--- src/hw/rtl/ccs_pkg.sv ---
package ccs_pkg;

  // characters that steer the scanner
  localparam logic [7:0] ChSlash   = 8'h2F;
  localparam logic [7:0] ChStar    = 8'h2A;
  localparam logic [7:0] ChDquote  = 8'h22;
  localparam logic [7:0] ChSquote  = 8'h27;
  localparam logic [7:0] ChNewline = 8'h0A;

  // result queue geometry
  localparam int QDepth = 4;
  localparam int QPtrW  = $clog2(QDepth);
  localparam int QCntW  = $clog2(QDepth + 1);

  // number of words one input byte produces
  typedef enum logic [1:0] {
    EMIT_NONE = 2'd0,
    EMIT_ONE  = 2'd1,
    EMIT_TWO  = 2'd2
  } emit_t;

  // words handed from the scanner to the result queue
  typedef struct packed {
    emit_t      emit;
    logic [7:0] byte0;
    logic [7:0] byte1;
  } push_t;

endpackage

--- src/hw/rtl/ccs_scan.sv ---
module ccs_scan (
  input  logic             clk,
  input  logic             rst,
  input  logic             step,
  input  logic [7:0]       cur_byte,
  output ccs_pkg::push_t   push
);

  typedef enum logic [2:0] {
    MODE_NORMAL = 3'd0,
    MODE_SLASH  = 3'd1,
    MODE_LINE   = 3'd2,
    MODE_BLOCK  = 3'd3,
    MODE_STAR   = 3'd4,
    MODE_LIT    = 3'd5
  } mode_t;

  mode_t mode;
  mode_t mode_next;
  logic  quote_kind;
  logic  quote_kind_next;

  always_comb begin
    mode_next       = mode;
    quote_kind_next = quote_kind;
    push.emit       = ccs_pkg::EMIT_NONE;
    push.byte0      = cur_byte;
    push.byte1      = cur_byte;
    unique case (mode)
      MODE_SLASH: begin
        if (cur_byte == ccs_pkg::ChSlash) begin
          mode_next = MODE_LINE;
        end else if (cur_byte == ccs_pkg::ChStar) begin
          mode_next = MODE_BLOCK;
        end else begin
          // release the held slash ahead of this byte
          push.emit  = ccs_pkg::EMIT_TWO;
          push.byte0 = ccs_pkg::ChSlash;
          if (cur_byte == ccs_pkg::ChDquote) begin
            mode_next       = MODE_LIT;
            quote_kind_next = 1'b0;
          end else if (cur_byte == ccs_pkg::ChSquote) begin
            mode_next       = MODE_LIT;
            quote_kind_next = 1'b1;
          end else begin
            mode_next = MODE_NORMAL;
          end
        end
      end
      MODE_LINE: begin
        if (cur_byte == ccs_pkg::ChNewline) begin
          push.emit = ccs_pkg::EMIT_ONE;
          mode_next = MODE_NORMAL;
        end
      end
      MODE_BLOCK: begin
        if (cur_byte == ccs_pkg::ChStar) begin
          mode_next = MODE_STAR;
        end else if (cur_byte == ccs_pkg::ChNewline) begin
          push.emit = ccs_pkg::EMIT_ONE;
        end
      end
      MODE_STAR: begin
        if (cur_byte == ccs_pkg::ChSlash) begin
          mode_next = MODE_NORMAL;
        end else if (cur_byte != ccs_pkg::ChStar) begin
          if (cur_byte == ccs_pkg::ChNewline) begin
            push.emit = ccs_pkg::EMIT_ONE;
          end
          mode_next = MODE_BLOCK;
        end
      end
      MODE_LIT: begin
        push.emit = ccs_pkg::EMIT_ONE;
        if (cur_byte == ccs_pkg::ChNewline ||
            (!quote_kind && cur_byte == ccs_pkg::ChDquote) ||
            (quote_kind && cur_byte == ccs_pkg::ChSquote)) begin
          mode_next = MODE_NORMAL;
        end
      end
      default: begin
        // normal mode, unused codes behave the same
        if (cur_byte == ccs_pkg::ChSlash) begin
          mode_next = MODE_SLASH;
        end else begin
          push.emit = ccs_pkg::EMIT_ONE;
          if (cur_byte == ccs_pkg::ChDquote) begin
            mode_next       = MODE_LIT;
            quote_kind_next = 1'b0;
          end else if (cur_byte == ccs_pkg::ChSquote) begin
            mode_next       = MODE_LIT;
            quote_kind_next = 1'b1;
          end else begin
            mode_next = MODE_NORMAL;
          end
        end
      end
    endcase
  end

  always_ff @(posedge clk) begin
    if (rst) begin
      mode       <= MODE_NORMAL;
      quote_kind <= 1'b0;
    end else if (step) begin
      mode       <= mode_next;
      quote_kind <= quote_kind_next;
    end
  end

`ifndef SYNTHESIS
  // two words only come from a released slash
  a_two_needs_slash: assert property (@(posedge clk) disable iff (rst)
    push.emit == ccs_pkg::EMIT_TWO |-> mode == MODE_SLASH && push.byte0 == ccs_pkg::ChSlash)
    else $error("double emit outside slash pending");
  // a literal only opens on a quote byte
  a_lit_entry: assert property (@(posedge clk) disable iff (rst)
    step && mode != MODE_LIT && mode_next == MODE_LIT |->
      cur_byte == ccs_pkg::ChDquote || cur_byte == ccs_pkg::ChSquote)
    else $error("literal opened without quote");
`endif

endmodule

--- src/hw/rtl/ccs_queue.sv ---
module ccs_queue (
  input  logic             clk,
  input  logic             rst,
  input  logic             step,
  input  ccs_pkg::push_t   push,
  output logic             room,
  output logic             out_valid,
  input  logic             out_stall,
  output logic [7:0]       kept_byte,
  output logic             last_of_run
);

  logic [7:0]               q_byte [ccs_pkg::QDepth];
  logic                     q_last [ccs_pkg::QDepth];
  logic [ccs_pkg::QPtrW-1:0] wr_ptr;
  logic [ccs_pkg::QPtrW-1:0] wr_ptr_next;
  logic [ccs_pkg::QPtrW-1:0] wr_ptr_inc;
  logic [ccs_pkg::QPtrW-1:0] rd_ptr;
  logic [ccs_pkg::QCntW-1:0] count;
  logic [ccs_pkg::QCntW-1:0] count_next;
  logic [ccs_pkg::QCntW-1:0] push_n;
  logic                     pop;

  // room for the worst case of two words
  assign room        = count <= ccs_pkg::QCntW'(ccs_pkg::QDepth - 2);
  assign out_valid   = count != '0;
  assign kept_byte   = q_byte[rd_ptr];
  assign last_of_run = q_last[rd_ptr];
  assign pop         = out_valid && !out_stall;
  assign wr_ptr_inc  = wr_ptr + 1'b1;

  always_comb begin
    push_n = '0;
    if (step) begin
      unique case (push.emit)
        ccs_pkg::EMIT_ONE: push_n = ccs_pkg::QCntW'(1);
        ccs_pkg::EMIT_TWO: push_n = ccs_pkg::QCntW'(2);
        default:           push_n = '0;
      endcase
    end
    wr_ptr_next = wr_ptr + push_n[ccs_pkg::QPtrW-1:0];
    count_next  = count + push_n - ccs_pkg::QCntW'(pop);
  end

  always_ff @(posedge clk) begin
    if (step) begin
      unique case (push.emit)
        ccs_pkg::EMIT_ONE: begin
          q_byte[wr_ptr] <= push.byte1;
          q_last[wr_ptr] <= 1'b1;
        end
        ccs_pkg::EMIT_TWO: begin
          q_byte[wr_ptr]     <= push.byte0;
          q_last[wr_ptr]     <= 1'b0;
          q_byte[wr_ptr_inc] <= push.byte1;
          q_last[wr_ptr_inc] <= 1'b1;
        end
        default: begin
        end
      endcase
    end
  end

  always_ff @(posedge clk) begin
    if (rst) begin
      wr_ptr <= '0;
      rd_ptr <= '0;
      count  <= '0;
    end else begin
      wr_ptr <= wr_ptr_next;
      count  <= count_next;
      if (pop) begin
        rd_ptr <= rd_ptr + 1'b1;
      end
    end
  end

`ifndef SYNTHESIS
  a_no_overflow: assert property (@(posedge clk) disable iff (rst)
    step |-> room)
    else $error("queue written without room");
  a_count_bound: assert property (@(posedge clk) disable iff (rst)
    count <= ccs_pkg::QCntW'(ccs_pkg::QDepth))
    else $error("queue count out of range");
  a_double_push: assert property (@(posedge clk) disable iff (rst)
    step && push.emit == ccs_pkg::EMIT_TWO && !pop |=> count == $past(count) + 2'd2)
    else $error("double push lost a word");
`endif

endmodule

--- src/hw/rtl/c_comment_stripper.sv ---
// channel | valid     | stall      | payload
// --------+-----------+------------+-------------------------
// input   | in_valid  | in_stall   | text_byte
// output  | out_valid | out_stall  | kept_byte, last_of_run
//
// one source byte is taken per cycle while in_stall is low; its words pass the
// input register, then the result queue, before they show at the output, and a
// queue without room can hold them in the input register
// a byte that releases a held slash gives two words, but the held slash gave
// none, so an output that is never stalled keeps pace at one byte a cycle
// in_stall rises while the input register holds a byte and the queue has
// fewer than two free entries
// synchronous reset returns the scanner to normal mode and empties both stages
module c_comment_stripper (
  input  logic       clk,
  input  logic       rst,
  input  logic       in_valid,
  output logic       in_stall,
  input  logic [7:0] text_byte,
  output logic       out_valid,
  input  logic       out_stall,
  output logic [7:0] kept_byte,
  output logic       last_of_run
);

  // input register
  logic           in_full;
  logic [7:0]     in_byte;
  logic           in_take;

  // scanner step and its words
  logic           step;
  logic           room;
  ccs_pkg::push_t push;

  // the held byte moves on once the queue can take two words
  assign step     = in_full && room;
  assign in_stall = in_full && !room;
  assign in_take  = in_valid && !in_stall;

  always_ff @(posedge clk) begin
    if (rst) begin
      in_full <= 1'b0;
    end else if (in_take) begin
      in_full <= 1'b1;
    end else if (step) begin
      in_full <= 1'b0;
    end
  end

  // payload needs no reset
  always_ff @(posedge clk) begin
    if (in_take) begin
      in_byte <= text_byte;
    end
  end

  // mode register and the per-byte decision
  ccs_scan u_scan (
    .clk      (clk),
    .rst      (rst),
    .step     (step),
    .cur_byte (in_byte),
    .push     (push)
  );

  // result queue, drains one word a cycle while out_stall is low
  ccs_queue u_queue (
    .clk         (clk),
    .rst         (rst),
    .step        (step),
    .push        (push),
    .room        (room),
    .out_valid   (out_valid),
    .out_stall   (out_stall),
    .kept_byte   (kept_byte),
    .last_of_run (last_of_run)
  );

`ifndef SYNTHESIS
  // a stalled input means a full input register held back by the queue
  a_stall_cause: assert property (@(posedge clk) disable iff (rst)
    in_stall |-> in_full && !room)
    else $error("input stalled without cause");
`endif

endmodule
--- config.mk ---
export PLATFORM = sky130hd
export DESIGN_NAME = c_comment_stripper
export DESIGN_NICKNAME = d
export VERILOG_FILES = /design/src/hw/rtl/ccs_pkg.sv /design/src/hw/rtl/ccs_scan.sv /design/src/hw/rtl/ccs_queue.sv /design/src/hw/rtl/c_comment_stripper.sv
export SDC_FILE = /design/constraint.sdc
export NUM_CORES = 1
export LEC_CHECK = 0
export BUFFER_PORTS_ARGS = -buffer_cell sky130_fd_sc_hd__clkbuf_2
export CORE_MARGIN = 2
export CORE_UTILIZATION = 55
export DETAILED_ROUTE_END_ITERATION = 6
export GPL_ROUTABILITY_DRIVEN = 0
export PLACE_DENSITY_LB_ADDON = 0.3
export SKIP_CTS_REPAIR_TIMING = 1
export SLEW_MARGIN = 20
export SYNTH_ARGS = -nofsm -noshare
export SYNTH_HDL_FRONTEND = slang
export SYNTH_SLANG_ARGS = --single-unit
--- constraint.sdc ---
create_clock -name clk -period 7.31 [get_ports clk]
set_input_delay 0 -clock clk [delete_from_list [all_inputs] [get_ports clk]]
set_output_delay 0 -clock clk [all_outputs]
set_load 0.005 [all_outputs]
==> impl_metrics.py <==
metrics = {
    "power_and_ir_drop": {
        "irDropWorstVdd_mv": 0.1728,
        "leakagePower_nw": 1.170,
        "pwr-share-clk": 0.292,
        "p_per_area_mw_per_mm2": 293.2,
        "p_int_w": 0.0006822,
        "power.share.sequential": 0.463,
        "swShare": 0.2982,
        "comb_power_share": 0.245,
        "switching_power_w": 0.0002899,
    },
    "route": {
        "ant_nets": 0,
        "wire_per_inst_um": 16.21,
        "drc_errors": 0,
        "routed_wl_um": 5804,
        "vias_per_cell": 5.832,
        "dr.pass1.iters": 5,
        "first_iter_violations": 220,
        "num_vias": 2088,
    },
    "logic_synthesis": {
        "synth-seq-cells": 58,
        "syn-num-nets": 269,
        "synthCells": 252,
        "ys_types": 50,
        "synthFlopType": "edfxtp_1",
        "synth_top_cell_by_area": "edfxtp_1",
        "synth_edf_count": 40,
        "synth-async-reset-ratio": 0,
        "synth_top_area_frac": 0.4163,
        "avgSynthCellArea_um2": 11.45,
        "ys_warn_count": 0,
        "synth_area_leaders": "edfxtp_1 42%, dfxtp_1 12%, mux4_2 7.0%, nor2b_1 3.3%, nor2_1 3.0%",
        "ys_seq_area_frac": 0.5412,
        "synth_area_mm2": 0.002885,
    },
    "sta": {
        "fin_setup_tns_ns": 0,
        "maxSlewViolCount": 0,
        "setup_viol": 0,
        "rsz0062_at_grt": "false",
        "finalCritPeriodShare": 0.4313,
        "hold_viol": 0,
        "slew_headroom": 0.4468,
        "min_period_ns": 3.153,
        "skew_ns": 0.005181,
        "worstMarginPinSlew_ns": 0.8243,
        "setup_slack_ns": 4.157,
        "max_freq_mhz": 317.2,
    },
    "clock_tree": {
        "htree_levels": 3,
        "cts_buffers": 9,
        "clock_latency_ns": 0.34,
        "cts_tree": "yes",
        "clock_path_buffers": 2,
        "clk_pin_slew_ns": 0.06,
        "cts_root_buf": "clkbuf_8",
        "cts.sinks": 58,
    },
    "die": {
        "start_util": 0.5685,
        "die_y_um": 76.43,
        "ios": 23,
        "row_count": 26,
        "die_x_um": 76.43,
        "dieArea_mm2": 0.005842,
        "coreArea_mm2": 0.005075,
    },
    "worst_hold_path": {
        "hold_depth": 2,
        "hold_path.class": "primary input to flip-flop",
    },
    "placement": {
        "dpl.hpwl_um": 3945,
        "pre_cts_slack_ns": 4.175,
        "placed_area_mm2": 0.003040,
        "post-place-cells": 333,
        "portBuffers": 22,
    },
    "setup_path": {
        "crit_type": "flip-flop to flip-flop",
        "critPathArrivalTime_ns": 3.37,
        "ff2ff_path_depth": 11,
        "cp-end-kind": "flip-flop",
        "critPathLaunchType": "flip-flop",
        "path_max_fanout": 9,
        "cp.required_ns": 7.53,
    },
    "finish": {
        "final_cells": 358,
        "antennaDiodeCount": 0,
        "postLayoutCellArea_mm2": 0.003316,
        "final_layout_size_suffix_gt1_frac": 0.2257,
        "fin_util": 0.6534,
        "syn2layout_area_growth_pct": 14.92,
        "fin_nets": 300,
    },
    "global_routing": {
        "grt_use_met2": 0.3150,
        "grt_max_degree": 18,
        "antenna_found_initial": 0,
        "gr-total-overflow": 0,
        "met1_usage": 0.2960,
        "grt_pass1_wl_um": 9446,
        "grtUsageMet3": 0.04739,
        "grt_pass1_vias": 1900,
        "grt.busiest_layer": "met2",
        "track_usage": 0.2101,
    },
    "status": {
        "status": "complete, no violations",
    },
    "run": {
        "drv_cap": 0,
    },
}
[power groups by stage]
stage	registers [W]	clock network [W]	logic, W
4_1_cts	0.000450	0.000285	0.000237
3_3_place_gp	0.000455	0	0.000229
5_1_grt	0.000458	0.000301	0.000266
3_5_place_dp	0.000457	0	0.000235
2_1_floorplan	0.000424	0	0.000194
6_report	0.000450	0.000284	0.000238
[cells in the mapped netlist, types with 2 or more instances]
cell type / instances
mux4_2: 9
clkbuf_1: 9
nand3_1: 5
inv_1: 11
dfxtp_1: 18
or2_2: 13
nor4_1: 3
a311oi_1: 3
o21ai_0: 16
a21oi_1: 8
a31oi_1: 3
xnor2_1: 5
or3_1: 4
mux2i_1: 3
ha_1: 4
o211ai_1: 3
and2_1: 6
nor3_1: 3
nor2b_1: 15
edfxtp_1: 40
o31ai_1: 2
nand2_1: 12
nand2b_1: 8
nor2_1: 23
[placed cells by master (no fill, tap or decap), types with 2 or more instances in the layout]
cell / count
or2_2: 13
a21oi_1: 8
clkbuf_2: 22
dlygate4sd3_1: 9
inv_1: 11
nor2b_1: 15
o211ai_1: 3
o31ai_1: 2
nand2_1: 12
dfxtp_1: 18
clkbuf_8: 9
mux4_2: 9
and2_1: 6
or3_1: 4
nand2b_1: 8
ha_1: 4
nor2_1: 23
xnor2_1: 5
mux2i_1: 3
o21ai_0: 16
nor3_1: 3
nand3_1: 5
a311oi_1: 3
a31oi_1: 3
nor4_1: 3
edfxtp_1: 40
clkinv_2: 3
[state kept, by name, indices dropped and copies added, names as in the netlist, named ones only]
register and flops:
in_byte 8, in_full 1, u_queue.count 3, u_queue.q_byte 32, u_queue.q_last 4, u_queue.rd_ptr 2
u_queue.wr_ptr 2, u_scan.mode 3, u_scan.quote_kind 1
[area by class of cell]
cell class | count | area (um^2)
clock buffers | 10 | 127.6
clock inverters | 6 | 57.56
multi-input cells | 170 | 1229
inverters | 12 | 45.04
repair buffers | 32 | 207.7
flip-flops and latches | 58 | 1562
well taps | 70 | 87.58
fillers | 429 | 1759
[logic make-up after synthesis]
family,after synthesis,synth area share
compound gates,48,0.1154
simple gates,99,0.1873
flops,58,0.5412
fa+ha+maj,5,0.02429
buf+inv,24,0.03295
xor+xnor,6,0.01821
mux,12,0.08066
[metrics by stage]
| step | power (W) | hold slack, ns |
|---|---|---|
| after floorplan | 0.0006183 | 0.07161 |
| after global placement | 0.0006842 | 0.1780 |
| after detailed placement | 0.0006921 | 0.1791 |
| after CTS | 0.0009712 | -0.1689 |
| after global routing | 0.001026 | 0.07060 |
| final | 0.0009722 | 0.03463 |
[worst max-delay path: stages, from the launching register on]
cell      delay [ns]
edfxtp_1        0.46
or4b_1          0.72
or3_1           0.44
a221o_1         0.40
nand3_2         0.17
inv_1           0.09
ha_1            0.20
inv_1           0.06
fa_1            0.17
xnor2_1         0.13
xnor2_1         0.14
nor2_1          0.06
[path summary, 6_finish.rpt]
path	start	endpoint	slack (ns)
worst min register to register	u_queue.q_last[3]	u_queue.q_last[3]	0.50
worst max-delay path	in_byte[4]	u_queue.count[2]	4.16
worst min-delay path	rst	u_queue.count[1]	0.03
worst max register to register	in_byte[4]	u_queue.count[2]	4.16
[routing by layer]
layer	wire length, um	up-vias	share of wire
met5	0	-	0
met1	2608	1012	0.45
met4	125	0	0.022
li1	-	991	-
met3	273	17	0.047
met2	2796	68	0.48
No activity file was read; power rests on OpenSTA's default activity.
